<file path="src/design/ssnf_pkg.sv">
// ----------------------------------------------------------------------------
// ssnf_pkg
// Shared types, constants and segment tables for the seven-segment number
// formatter pipeline.
// ----------------------------------------------------------------------------
package ssnf_pkg;

  localparam int NUM_DIGITS   = 4;
  localparam int POS_W        = $clog2(NUM_DIGITS);
  localparam int CNT_W        = $clog2(NUM_DIGITS + 1);
  localparam int CMD_W        = 3;
  localparam int VALUE_W      = 25;
  localparam int MAG_W        = VALUE_W - 1;
  localparam int BCD_DIGITS   = 7;
  localparam int BCD_W        = 4 * BCD_DIGITS;
  localparam int IDX_W        = $clog2(BCD_DIGITS);
  localparam int DABBLE_STAGES = 3;
  localparam int DABBLE_STEPS = MAG_W / DABBLE_STAGES;
  localparam int SEG_W        = 8;
  localparam int S_TDATA_W    = ((VALUE_W + 7) / 8) * 8;
  localparam int M_TDATA_W    = ((POS_W + SEG_W + 7) / 8) * 8;

  // Largest magnitude that any mode can show (9999.999 in thousandths)
  localparam logic signed [VALUE_W-1:0] VALUE_MAX = 25'sd9999999;

  typedef enum logic [CMD_W-1:0] {
    CMD_INT  = 3'd0,
    CMD_DEC  = 3'd1,
    CMD_OUFL = 3'd2,
    CMD_INF  = 3'd3,
    CMD_IDLE = 3'd4
  } cmd_t;

  typedef logic [SEG_W-1:0] seg_t;
  typedef logic [POS_W-1:0] pos_t;
  typedef logic [CNT_W-1:0] cnt_t;

  localparam seg_t SEG_MINUS = 8'h40;
  localparam seg_t SEG_DP    = 8'h80;

  // Text patterns, leftmost digit in the lowest slot
  localparam seg_t [NUM_DIGITS-1:0] TXT_OUFL = {8'h38, 8'h71, 8'h3E, 8'h3F};
  localparam seg_t [NUM_DIGITS-1:0] TXT_INF  = {8'h00, 8'h71, 8'h37, 8'h30};
  localparam seg_t [NUM_DIGITS-1:0] TXT_IDLE = {8'h5B, 8'h3F, 8'h07, 8'h06};
  localparam cnt_t CNT_OUFL = 3'd4;
  localparam cnt_t CNT_INF  = 3'd3;
  localparam cnt_t CNT_IDLE = 3'd4;

  // Conversion work item: BCD digits grow while binary bits shift out
  typedef struct packed {
    cmd_t             cmd;
    logic             neg;
    logic             big;
    logic [BCD_W-1:0] bcd;
    logic [MAG_W-1:0] bin;
  } work_t;

  // Formatted request: one pattern per position, first lit position, count
  typedef struct packed {
    seg_t [NUM_DIGITS-1:0] segs;
    pos_t                  first;
    cnt_t                  count;
  } frame_t;

  function automatic seg_t glyph(input logic [3:0] d);
    seg_t g;
    unique case (d)
      4'd0:    g = 8'h3F;
      4'd1:    g = 8'h06;
      4'd2:    g = 8'h5B;
      4'd3:    g = 8'h4F;
      4'd4:    g = 8'h66;
      4'd5:    g = 8'h6D;
      4'd6:    g = 8'h7D;
      4'd7:    g = 8'h07;
      4'd8:    g = 8'h7F;
      4'd9:    g = 8'h6F;
      default: g = 8'h00;
    endcase
    return g;
  endfunction

endpackage

</file>
<file path="src/design/ssnf_dabble.sv">
// ----------------------------------------------------------------------------
// ssnf_dabble
// One pipeline stage of the binary to BCD conversion: a fixed number of
// shift-and-add-3 steps, with valid/ready flow control.
// ----------------------------------------------------------------------------
module ssnf_dabble (
  input  logic            clk,
  input  logic            rst,
  input  logic            in_valid,
  output logic            in_ready,
  input  ssnf_pkg::work_t in_work,
  output logic            out_valid,
  input  logic            out_ready,
  output ssnf_pkg::work_t out_work
);
  import ssnf_pkg::*;

  work_t step;

  always_comb begin
    logic [BCD_W-1:0] b;
    logic [MAG_W-1:0] r;
    step = in_work;
    b    = in_work.bcd;
    r    = in_work.bin;
    for (int s = 0; s < DABBLE_STEPS; s++) begin
      for (int i = 0; i < BCD_DIGITS; i++) begin
        if (b[4*i +: 4] >= 4'd5) begin
          b[4*i +: 4] = b[4*i +: 4] + 4'd3;
        end
      end
      {b, r} = {b[BCD_W-2:0], r, 1'b0};
    end
    step.bcd = b;
    step.bin = r;
  end

  assign in_ready = !out_valid || out_ready;

  always_ff @(posedge clk) begin
    if (rst) begin
      out_valid <= 1'b0;
    end else if (in_ready) begin
      out_valid <= in_valid;
    end
    if (in_valid && in_ready) begin
      out_work <= step;
    end
  end

endmodule

</file>
<file path="src/design/ssnf_format.sv">
// ----------------------------------------------------------------------------
// ssnf_format
// Turns converted digits and the command into per-position segment patterns,
// the first lit position and the number of lit digits. Requests that light
// nothing are dropped here.
// ----------------------------------------------------------------------------
module ssnf_format (
  input  logic             clk,
  input  logic             rst,
  input  logic             in_valid,
  output logic             in_ready,
  input  ssnf_pkg::work_t  in_work,
  output logic             out_valid,
  input  logic             out_ready,
  output ssnf_pkg::frame_t out_frame
);
  import ssnf_pkg::*;

  frame_t frame_next;

  always_comb begin
    logic [3:0]       d [BCD_DIGITS];
    cnt_t             int_n;
    cnt_t             dec_n;
    cnt_t             int_k;
    cnt_t             dec_l;
    logic             int_ok;
    logic             dec_ok;
    logic [IDX_W-1:0] idx;
    logic [3:0]       dig;
    for (int i = 0; i < BCD_DIGITS; i++) begin
      d[i] = in_work.bcd[4*i +: 4];
    end
    int_n = (d[3] != 4'd0) ? 3'd4 : (d[2] != 4'd0) ? 3'd3 : (d[1] != 4'd0) ? 3'd2 : 3'd1;
    dec_n = (d[6] != 4'd0) ? 3'd4 : (d[5] != 4'd0) ? 3'd3 : (d[4] != 4'd0) ? 3'd2 : 3'd1;
    int_ok = !in_work.big && (d[6] == 4'd0) && (d[5] == 4'd0) && (d[4] == 4'd0)
             && (!in_work.neg || (d[3] == 4'd0));
    dec_ok = !in_work.big && !(in_work.neg && (d[6] != 4'd0));
    // Minus takes one extra position ahead of the digits
    int_k = int_n + {{(CNT_W-1){1'b0}}, in_work.neg};
    dec_l = dec_n + {{(CNT_W-1){1'b0}}, in_work.neg};
    idx   = '0;
    dig   = '0;
    frame_next = '0;
    unique case (in_work.cmd)
      CMD_INT: begin
        if (int_ok) begin
          frame_next.count = int_k;
          frame_next.first = pos_t'(cnt_t'(NUM_DIGITS) - int_k);
          for (int p = 0; p < NUM_DIGITS; p++) begin
            idx = IDX_W'(NUM_DIGITS - 1 - p);
            dig = in_work.bcd[4*idx +: 4];
            if (in_work.neg && (pos_t'(p) == frame_next.first)) begin
              frame_next.segs[p] = SEG_MINUS;
            end else begin
              frame_next.segs[p] = glyph(dig);
            end
          end
        end
      end
      CMD_DEC: begin
        if (dec_ok) begin
          frame_next.count = cnt_t'(NUM_DIGITS);
          frame_next.first = '0;
          // Position p shows digit (2 + L - p), where L ends the integer part
          for (int p = 0; p < NUM_DIGITS; p++) begin
            idx = IDX_W'(dec_l + 3'd2 - cnt_t'(p));
            dig = (idx < IDX_W'(BCD_DIGITS)) ? in_work.bcd[4*idx +: 4] : 4'd0;
            if (in_work.neg && (p == 0)) begin
              frame_next.segs[p] = SEG_MINUS;
            end else begin
              frame_next.segs[p] = glyph(dig)
                                 | ((cnt_t'(p) == dec_l - 3'd1) ? SEG_DP : 8'h00);
            end
          end
        end
      end
      CMD_OUFL: begin
        frame_next.segs  = TXT_OUFL;
        frame_next.count = CNT_OUFL;
      end
      CMD_INF: begin
        frame_next.segs  = TXT_INF;
        frame_next.count = CNT_INF;
      end
      CMD_IDLE: begin
        frame_next.segs  = TXT_IDLE;
        frame_next.count = CNT_IDLE;
      end
      default: frame_next = '0;
    endcase
  end

  assign in_ready = !out_valid || out_ready;

  always_ff @(posedge clk) begin
    if (rst) begin
      out_valid <= 1'b0;
    end else if (in_ready) begin
      out_valid <= in_valid && (frame_next.count != '0);
    end
    if (in_valid && in_ready) begin
      out_frame <= frame_next;
    end
  end

endmodule

</file>
<file path="src/design/ssnf_serial.sv">
// ----------------------------------------------------------------------------
// ssnf_serial
// Output register: walks the lit positions of one formatted request, one
// digit per transaction, and loads the next request as the last one leaves.
// ----------------------------------------------------------------------------
module ssnf_serial (
  input  logic             clk,
  input  logic             rst,
  input  logic             in_valid,
  output logic             in_ready,
  input  ssnf_pkg::frame_t in_frame,
  output logic             out_valid,
  input  logic             out_ready,
  output ssnf_pkg::pos_t   out_pos,
  output ssnf_pkg::seg_t   out_seg,
  output logic             out_last
);
  import ssnf_pkg::*;

  logic   valid;
  frame_t frame;
  pos_t   j;

  assign out_pos   = frame.first + j;
  assign out_seg   = frame.segs[out_pos];
  assign out_last  = (cnt_t'(j) == frame.count - cnt_t'(1));
  assign out_valid = valid;
  assign in_ready  = !valid || (out_ready && out_last);

  always_ff @(posedge clk) begin
    if (rst) begin
      valid <= 1'b0;
      j     <= '0;
    end else if (in_ready) begin
      valid <= in_valid;
      j     <= '0;
    end else if (out_ready) begin
      // advance to the next lit position
      j <= j + pos_t'(1);
    end
    if (in_valid && in_ready) begin
      frame <= in_frame;
    end
  end

endmodule

</file>
<file path="src/design/seven_segment_number_formatter_core.sv">
// ----------------------------------------------------------------------------
// seven_segment_number_formatter_core
// Formats one display request into per-digit segment patterns for a
// four-digit seven-segment display.
//
// A request (tuser = cmd, tdata = value) enters a six-stage pipeline: input
// register with sign/range check, three binary to BCD stages of eight steps
// each, a format stage and an output register. A request may be taken on
// every cycle. Each lit digit then leaves as one transaction, left to right,
// with tlast on the final one. A request occupies the output for one
// transaction per lit digit: one to four for integers, four for decimals
// and for the overflow and idle texts, three for the INF text. Values out
// of range and unused commands light nothing and are dropped inside. The
// sustained request rate is therefore set by the single output port.
// ----------------------------------------------------------------------------
module seven_segment_number_formatter_core (
  input  logic                             clk,
  input  logic                             rst,
  input  logic                             s_tvalid,
  output logic                             s_tready,
  input  logic [ssnf_pkg::S_TDATA_W-1:0]   s_tdata,  // [24:0] value
  input  logic [ssnf_pkg::CMD_W-1:0]       s_tuser,  // [2:0] cmd
  output logic                             m_tvalid,
  input  logic                             m_tready,
  output logic [ssnf_pkg::M_TDATA_W-1:0]   m_tdata,  // [1:0] digit_pos, [9:2] segments
  output logic                             m_tlast
);
  import ssnf_pkg::*;

  logic signed [VALUE_W-1:0] value;
  logic        [MAG_W-1:0]   mag;

  logic   in_valid;
  logic   in_ready;
  work_t  in_work;

  logic   dab_valid [DABBLE_STAGES];
  logic   dab_ready [DABBLE_STAGES];
  work_t  dab_work  [DABBLE_STAGES];

  logic   fmt_valid;
  logic   fmt_ready;
  frame_t fmt_frame;

  pos_t   out_pos;
  seg_t   out_seg;

  assign value = signed'(s_tdata[VALUE_W-1:0]);
  assign mag   = value[VALUE_W-1] ? MAG_W'(-value) : MAG_W'(value);

  assign s_tready = !in_valid || in_ready;

  always_ff @(posedge clk) begin
    if (rst) begin
      in_valid <= 1'b0;
    end else if (s_tready) begin
      in_valid <= s_tvalid;
    end
    if (s_tvalid && s_tready) begin
      in_work.cmd <= cmd_t'(s_tuser);
      in_work.neg <= value[VALUE_W-1];
      in_work.big <= (value > VALUE_MAX) || (value < -VALUE_MAX);
      in_work.bcd <= '0;
      in_work.bin <= mag;
    end
  end

  for (genvar g = 0; g < DABBLE_STAGES; g++) begin : g_dabble
    logic  stg_in_valid;
    logic  stg_in_ready;
    work_t stg_in_work;
    if (g == 0) begin : g_first
      assign stg_in_valid = in_valid;
      assign stg_in_work  = in_work;
      assign in_ready     = stg_in_ready;
    end else begin : g_rest
      assign stg_in_valid     = dab_valid[g-1];
      assign stg_in_work      = dab_work[g-1];
      assign dab_ready[g-1]   = stg_in_ready;
    end
    ssnf_dabble u_dabble (
      .clk       (clk),
      .rst       (rst),
      .in_valid  (stg_in_valid),
      .in_ready  (stg_in_ready),
      .in_work   (stg_in_work),
      .out_valid (dab_valid[g]),
      .out_ready (dab_ready[g]),
      .out_work  (dab_work[g])
    );
  end

  ssnf_format u_format (
    .clk       (clk),
    .rst       (rst),
    .in_valid  (dab_valid[DABBLE_STAGES-1]),
    .in_ready  (dab_ready[DABBLE_STAGES-1]),
    .in_work   (dab_work[DABBLE_STAGES-1]),
    .out_valid (fmt_valid),
    .out_ready (fmt_ready),
    .out_frame (fmt_frame)
  );

  ssnf_serial u_serial (
    .clk       (clk),
    .rst       (rst),
    .in_valid  (fmt_valid),
    .in_ready  (fmt_ready),
    .in_frame  (fmt_frame),
    .out_valid (m_tvalid),
    .out_ready (m_tready),
    .out_pos   (out_pos),
    .out_seg   (out_seg),
    .out_last  (m_tlast)
  );

  assign m_tdata = {{(M_TDATA_W - SEG_W - POS_W){1'b0}}, out_seg, out_pos};

endmodule

</file>
<file path="config.mk">
export PLATFORM = sky130hd
export DESIGN_NAME = seven_segment_number_formatter_core
export DESIGN_NICKNAME = d
export VERILOG_FILES = /design/src/design/ssnf_pkg.sv /design/src/design/ssnf_dabble.sv /design/src/design/ssnf_format.sv /design/src/design/ssnf_serial.sv /design/src/design/seven_segment_number_formatter_core.sv
export SDC_FILE = /design/constraint.sdc
export NUM_CORES = 1
export LEC_CHECK = 0
export BUFFER_PORTS_ARGS = -buffer_cell sky130_fd_sc_hd__buf_2
export CORE_ASPECT_RATIO = 1.1
export CORE_MARGIN = 5
export CORE_UTILIZATION = 30
export DETAILED_ROUTE_END_ITERATION = 16
export PLACE_DENSITY = 0.49
export SLEW_MARGIN = 25
export SYNTH_ARGS = -nofsm -noshare
export SYNTH_HDL_FRONTEND = slang
export SYNTH_SLANG_ARGS = --single-unit
</file>
<file path="constraint.sdc">
create_clock -name clk -period 10.3 [get_ports clk]
set_input_delay 1.03 -clock clk [delete_from_list [all_inputs] [get_ports clk]]
set_output_delay 1.03 -clock clk [all_outputs]
set_load 0.03 [all_outputs]
</file>
### After elaboration in Yosys (flattened, before gate mapping)

Memories as Yosys holds them, arrays and structs flattened. A register that Yosys moved wholly into a read port is not among the register bits.
Cells that the tools add are included.

* flip-flop bits (word level): 234
* bits in latches: 0
* memory bits (writable): 0
* memory bits (read-only): 896
* input bits: 39
* output and inout bits: 19
* word-level logic and storage cells: 595
* memories kept: 8

Memories
* (name not given): words 16, bits a word 7, read ports 1, clocked after Yosys merged registers in 1, write ports 0, RTL line ssnf_pkg.sv:67 `unique case (d)`
* (name not given): words 16, bits a word 7, read ports 1, clocked after Yosys merged registers in 1, write ports 0, RTL line ssnf_pkg.sv:67
* (name not given): words 16, bits a word 7, read ports 1, clocked after Yosys merged registers in 1, write ports 0, RTL line ssnf_pkg.sv:67
* (name not given): words 16, bits a word 7, read ports 1, clocked after Yosys merged registers in 1, write ports 0, RTL line ssnf_pkg.sv:67
* (name not given): words 16, bits a word 7, read ports 1, clocked after Yosys merged registers in 0, write ports 0, RTL line ssnf_pkg.sv:67
* (name not given): words 16, bits a word 7, read ports 1, clocked after Yosys merged registers in 0, write ports 0, RTL line ssnf_pkg.sv:67
* 2 more memories

* add/sub/neg operators: 152
* multipliers: 0
* divide/modulo/power cells: 0
* magnitude comparators: 147
* equal/unequal tests: 11
* shift-type cells: 4
* multiplexer cells: 180
* bitwise operators: 4
* reduce and logical (&&, ||, !) cells: 51

Operators with widths (number)
* $ge A4 B3 Y1 const B: 133
* $mux W4: 131
* $add A4 B2 Y4 const B: 117
* $pmux W32 S5: 1
* $mux W8: 19
* $shiftx A28 B6 Y4: 4
* $mux W37: 2
* $mux W3: 20
* $add A3 B2 Y3 const B: 17
* $or A8 B8 Y8: 4
* $gt A25 B25 Y1 const B: 1
* $lt A25 B25 Y1 const B: 1
* $mux W24: 1
* $neg A24 Y24: 1
* $reduce_bool A4 Y1: 6
* $add A1 B2 Y3 const B: 7
* $ge A1 B3 Y1 const B: 7
* $logic_and A1 B1 Y1: 18
* $bmux W8 S2: 1
* $logic_not A4 Y1: 4
* $lt A3 B3 Y1 const B: 4
* $pmux W3 S4: 1
* $logic_not A1 Y1: 9
* $sub A3 B1 Y3 const B: 3
* 22 further kinds: 37

### Longest topological paths before layout

An unclocked memory read counts as a cell.

* word-level depth: 18
* gate-level depth with buffers: 42
* gate-level depth less buffers: 41

### Modules after synthesis

From an unflattened synthesis, not the netlist that was laid out.

* cell total of the unflattened synthesis: 4336
* area total of the unflattened synthesis: 34889.7 um^2

By module, submodules not included
* ssnf_dabble: times used 3, cells each 1208, area an instance 9044.9 um^2, seq. area each 1491.4 um^2
* ssnf_format: times used 1, cells each 490, area an instance 4528.1 um^2, seq. area each 1131.1 um^2
* seven_segment_number_formatter_core: times used 1, cells each 145, area an instance 1675.4 um^2, seq. area each 890.9 um^2
* ssnf_serial: times used 1, cells each 77, area an instance 1551.5 um^2, seq. area each 1171.1 um^2

### Least setup slack after synthesis

OpenSTA, ideal clock, no wires.

* path kind: register to register
* start: register g_dabble[1].u_dabble.out_work[24] (netlist name)
* end: register with a tool-made name
* library setup time: 0.058 ns
* data arrival time: 7.352 ns
* required time: 10.242 ns
* path slack: 2.890 ns
* stages on the path, launching flop included: 36
* buffers on the path: 1
* period minus slack after synthesis: 7.410 ns
* cell sequence: edfxtp_1 clkbuf_1 inv_1 ha_1 and2b_1 nor3_1 a21oi_2 inv_2 ha_1 o311ai_2 and2_1 ha_1 a21oi_1 a211oi_1 and2_1 o21ai_1 xnor2_2 inv_1 ha_1 a2111oi_0 nor3_2 a21oi_1 or2_1 clkinv_1 ha_1 o211a_1 nor3_1 ha_1 inv_1 o31ai_2 a21oi_1 o31ai_2 inv_1 ha_1 nor2_1 mux2_1

RTL lines
* start, declared: RTL line ssnf_dabble.sv:14 `output ssnf_pkg::work_t out_work`
* start signal, assigned: RTL line ssnf_dabble.sv:47 `out_work <= step;`

==> summary.txt <==
Status
  – Status: complete, no violations

Placement
  – DP Wirelength: 36.5 mm
  – Pre-CTS setup slack: ~1.3 ns
  – Port Buf Inserts: 44
  – GPL Wtd Cong: just under 0.9
  – Cell Count Post-Placement: 3190

Yosys
  – Area contributors post-synth: edfxtp_1 29%, ha_1 12%, mux2i_1 5.7%, a21oi_1 3.7%, nand2_1 3.7%
  – Post-Syn Area: 21000 um^2
  – Synth top area share: 28.7%
  – Post-synth EDFFs: between 200 and 250
  – Yosys top cell by area: edfxtp_1
  – Asr flop ratio synth: 0%
  – Post-synthesis sequential area ratio: between 30% and 40%
  – Synth unique cells: roughly 130
  – Synth Area per Inst: between 9 and 10 um^2
  – Ys flop type: edfxtp_1
  – Gate Count Post-Synth: 2263
  – Yosys reg bits: ~240
  – Syn. warnings: 0

Timing
  – Final Cycle Share: between 80% and 90%
  – Slew HR: about a third
  – RSZ-0062 raised after global routing: no
  – Skew final: approximately 0.022 ns
  – Slew Viols, Final: 0
  – F_max: roughly 110 MHz
  – Worst-margin pin slew: 1.01 ns
  – Setup TNS: 0 ns
  – Setup violations, final: 0
  – Fin crit period: between 8 and 9 ns
  – Hold Fails Final Rpt: 0
  – PnR worst setup slack: 1.55 ns

Route
  – Wirelength, routed: roughly 46 mm
  – Initial DRT Pass Iterations: 6
  – DR WL/cell: between 10 and 15 um
  – Post-route antenna net violation count: 0
  – DR vias/cell: roughly 5
  – Via count: around 16000
  – Post-route DRC: 0
  – Iter 0 DRT Violations: between 600 and 700

Worst setup path
  – Crit-path max FO: 16
  – Crit path arrival time: 9.28 ns
  – Slowest CP cell: a2111oi_1
  – Startpoint Class: flip-flop
  – Most common cell on crit path: ha_1
  – CP max stage delay: approximately 0.62 ns
  – Worst r2r src: g_dabble[1].u_dabble.out_work[24]
  – CP required: approximately 11 ns
  – Critical Path Source: g_dabble[1].u_dabble.out_work[24]
  – Crit end category: flip-flop
  – Critical path class: flip-flop to flip-flop

Global route
  – Initial antenna violation count: 0
  – Number of global-route vias before repair: between 15000 and 20000
  – Pin count of the biggest net entering global routing: approximately 50
  – GR Util All Layers: 11.8%
  – First-pass GRT wire length: 77.2 mm
  – Grt ovf: 0

Cells and area
  – Area growth, synth to finish: 11.2%
  – Final Non-Filler Cells: around 3200
  – Util after Layout: about a third
  – Layout cells sized above 1: 11.6%
  – Antenna fix cells: 0
  – NumNets Final: about 2500

Die
  – I/O pin count: between 50 and 60
  – Die X: between 200 and 300 um
  – Die Area: between 70000 and 80000 um^2
  – Core area: between 60000 and 70000 um^2
  – Initial core utilization: approximately 30%
  – Die height: between 200 and 300 um
  – Num rows: 101

Clock tree
  – Clock Tree Root: clkbuf_16
  – CTS tree: built
  – CTS Sinks: between 200 and 250
  – Clock Pin Slew Worst Setup and Hold Paths: approximately 0.06 ns
  – Postcts setup bufs: 0
  – Clk Latency, worst-skew pair: just under 0.6 ns
  – Clk buf depth: 3
  – Post-CTS Hold Buffers: 0
  – H-tree Lvls: 1
  – Inserted Clock Buffers: 30
  – Post-CTS sizing: 0

Min path
  – Hold_sp: g_dabble[1].u_dabble.out_work[53]
  – Min-Delay Path Class: flip-flop to flip-flop

Job
  – Max-cap violations: 0
==> stage by stage <==
stage          hold WS [ns]  cell area (um^2)
2_1_floorplan         0.400             21100
3_3_place_gp          0.402             22300
3_5_place_dp          0.405             22300
4_1_cts               0.398             23400
5_1_grt               0.403             23400
6_report              0.404             23400
==> area by class of cell <==
class / instances / area, um^2
Timing Repair Buffer: 55 / 300
Sequential cell: 237 / 6760
Fill cell: 7126 / 45800
Multi-Input combinational cell: 1802 / 13500
Clock inverter: 21 / 324
Clock buffer: 35 / 769
Inverter: 170 / 638
Tap cell: 927 / 1160
==> cell usage in the layout (no fill, tap or decap), types with 15 or more instances in the layout <==
master,instances
nand2_1,208
o21a_1,19
nand3_1,53
nor3_1,45
mux2i_1,119
inv_1,161
a21boi_0,26
o211ai_1,26
o22ai_1,17
dfxtp_1,36
a21o_1,20
and2_1,21
o21ai_0,126
a221o_1,26
xor2_1,24
mux4_2,15
clkbuf_16,30
edfxtp_1,201
xnor2_1,80
a211oi_1,17
mux2_2,53
buf_2,44
nor2_1,134
nor2b_1,33
and3_1,16
nand2b_1,70
a21oi_1,156
ha_1,199
o21ai_1,20
==> layer usage <==
layer / GRT usage, % / routed length [um] / share of wire, %
met5: 0 / 0 / 0
met4: 3.20 / 1260 / 2.7
met3: 1.51 / 1270 / 2.7
met2: 21.8 / 23000 / 50
met1: 14.5 / 20600 / 45
==> synth_stat cells, types with 11 or more instances <==
cell type,number
nand2_1,208
edfxtp_1,201
ha_1,199
inv_1,161
a21oi_1,157
nor2_1,135
o21ai_0,126
mux2i_1,119
xnor2_1,80
nand2b_1,70
mux2_2,53
nand3_1,53
nor3_1,45
clkbuf_1,41
dfxtp_1,36
nor2b_1,35
a21boi_0,26
a221o_1,26
o211ai_1,26
xor2_1,24
and2_1,21
a21o_1,20
o21ai_1,20
o21a_1,19
a211oi_1,17
o22ai_1,17
and3_1,16
a31oi_1,15
mux4_2,15
or3_1,14
nor3b_1,11
o31ai_1,11
or2_2,11
==> path summary, 6_finish.rpt <==
| kind | slack (ns) | end | cells after the start |
|---|---|---|---|
| hold / removal | 0.40 | g_dabble[2].u_dabble.out_work[53] | 0 |
| hold reg to reg | 0.40 | g_dabble[2].u_dabble.out_work[53] | 0 |
| setup reg to reg | 1.55 | flip-flop | 34 |
| setup / recovery | 1.55 | flip-flop | 34 |
==> cells by family after synthesis <==
group	synth area share (%)
AOI/OAI and AO/OA	20.4
xor gates and xnor gates	4.77
adders and majority gates	11.8
buffers and inverters	4.24
DFF	32.1
muxes	10.6
other	0.0178
and+or+nand+nor	16.0
==> critical path, delay by kind of cell, from the launching register on <==
kind                       cells  cell delay [ns]
buffers and inverters          6             0.79
xor gates and xnor gates       1             0.27
AOI/OAI and AO/OA             11             3.17
muxes                          1             0.15
adders and majority gates      7             1.99
DFF                            1             0.57
and+or+nand+nor                8             1.75
Power is left out: the tool's default activity adds up to more than one toggle a clock period on the data nets, which glitch-free logic cannot reach.
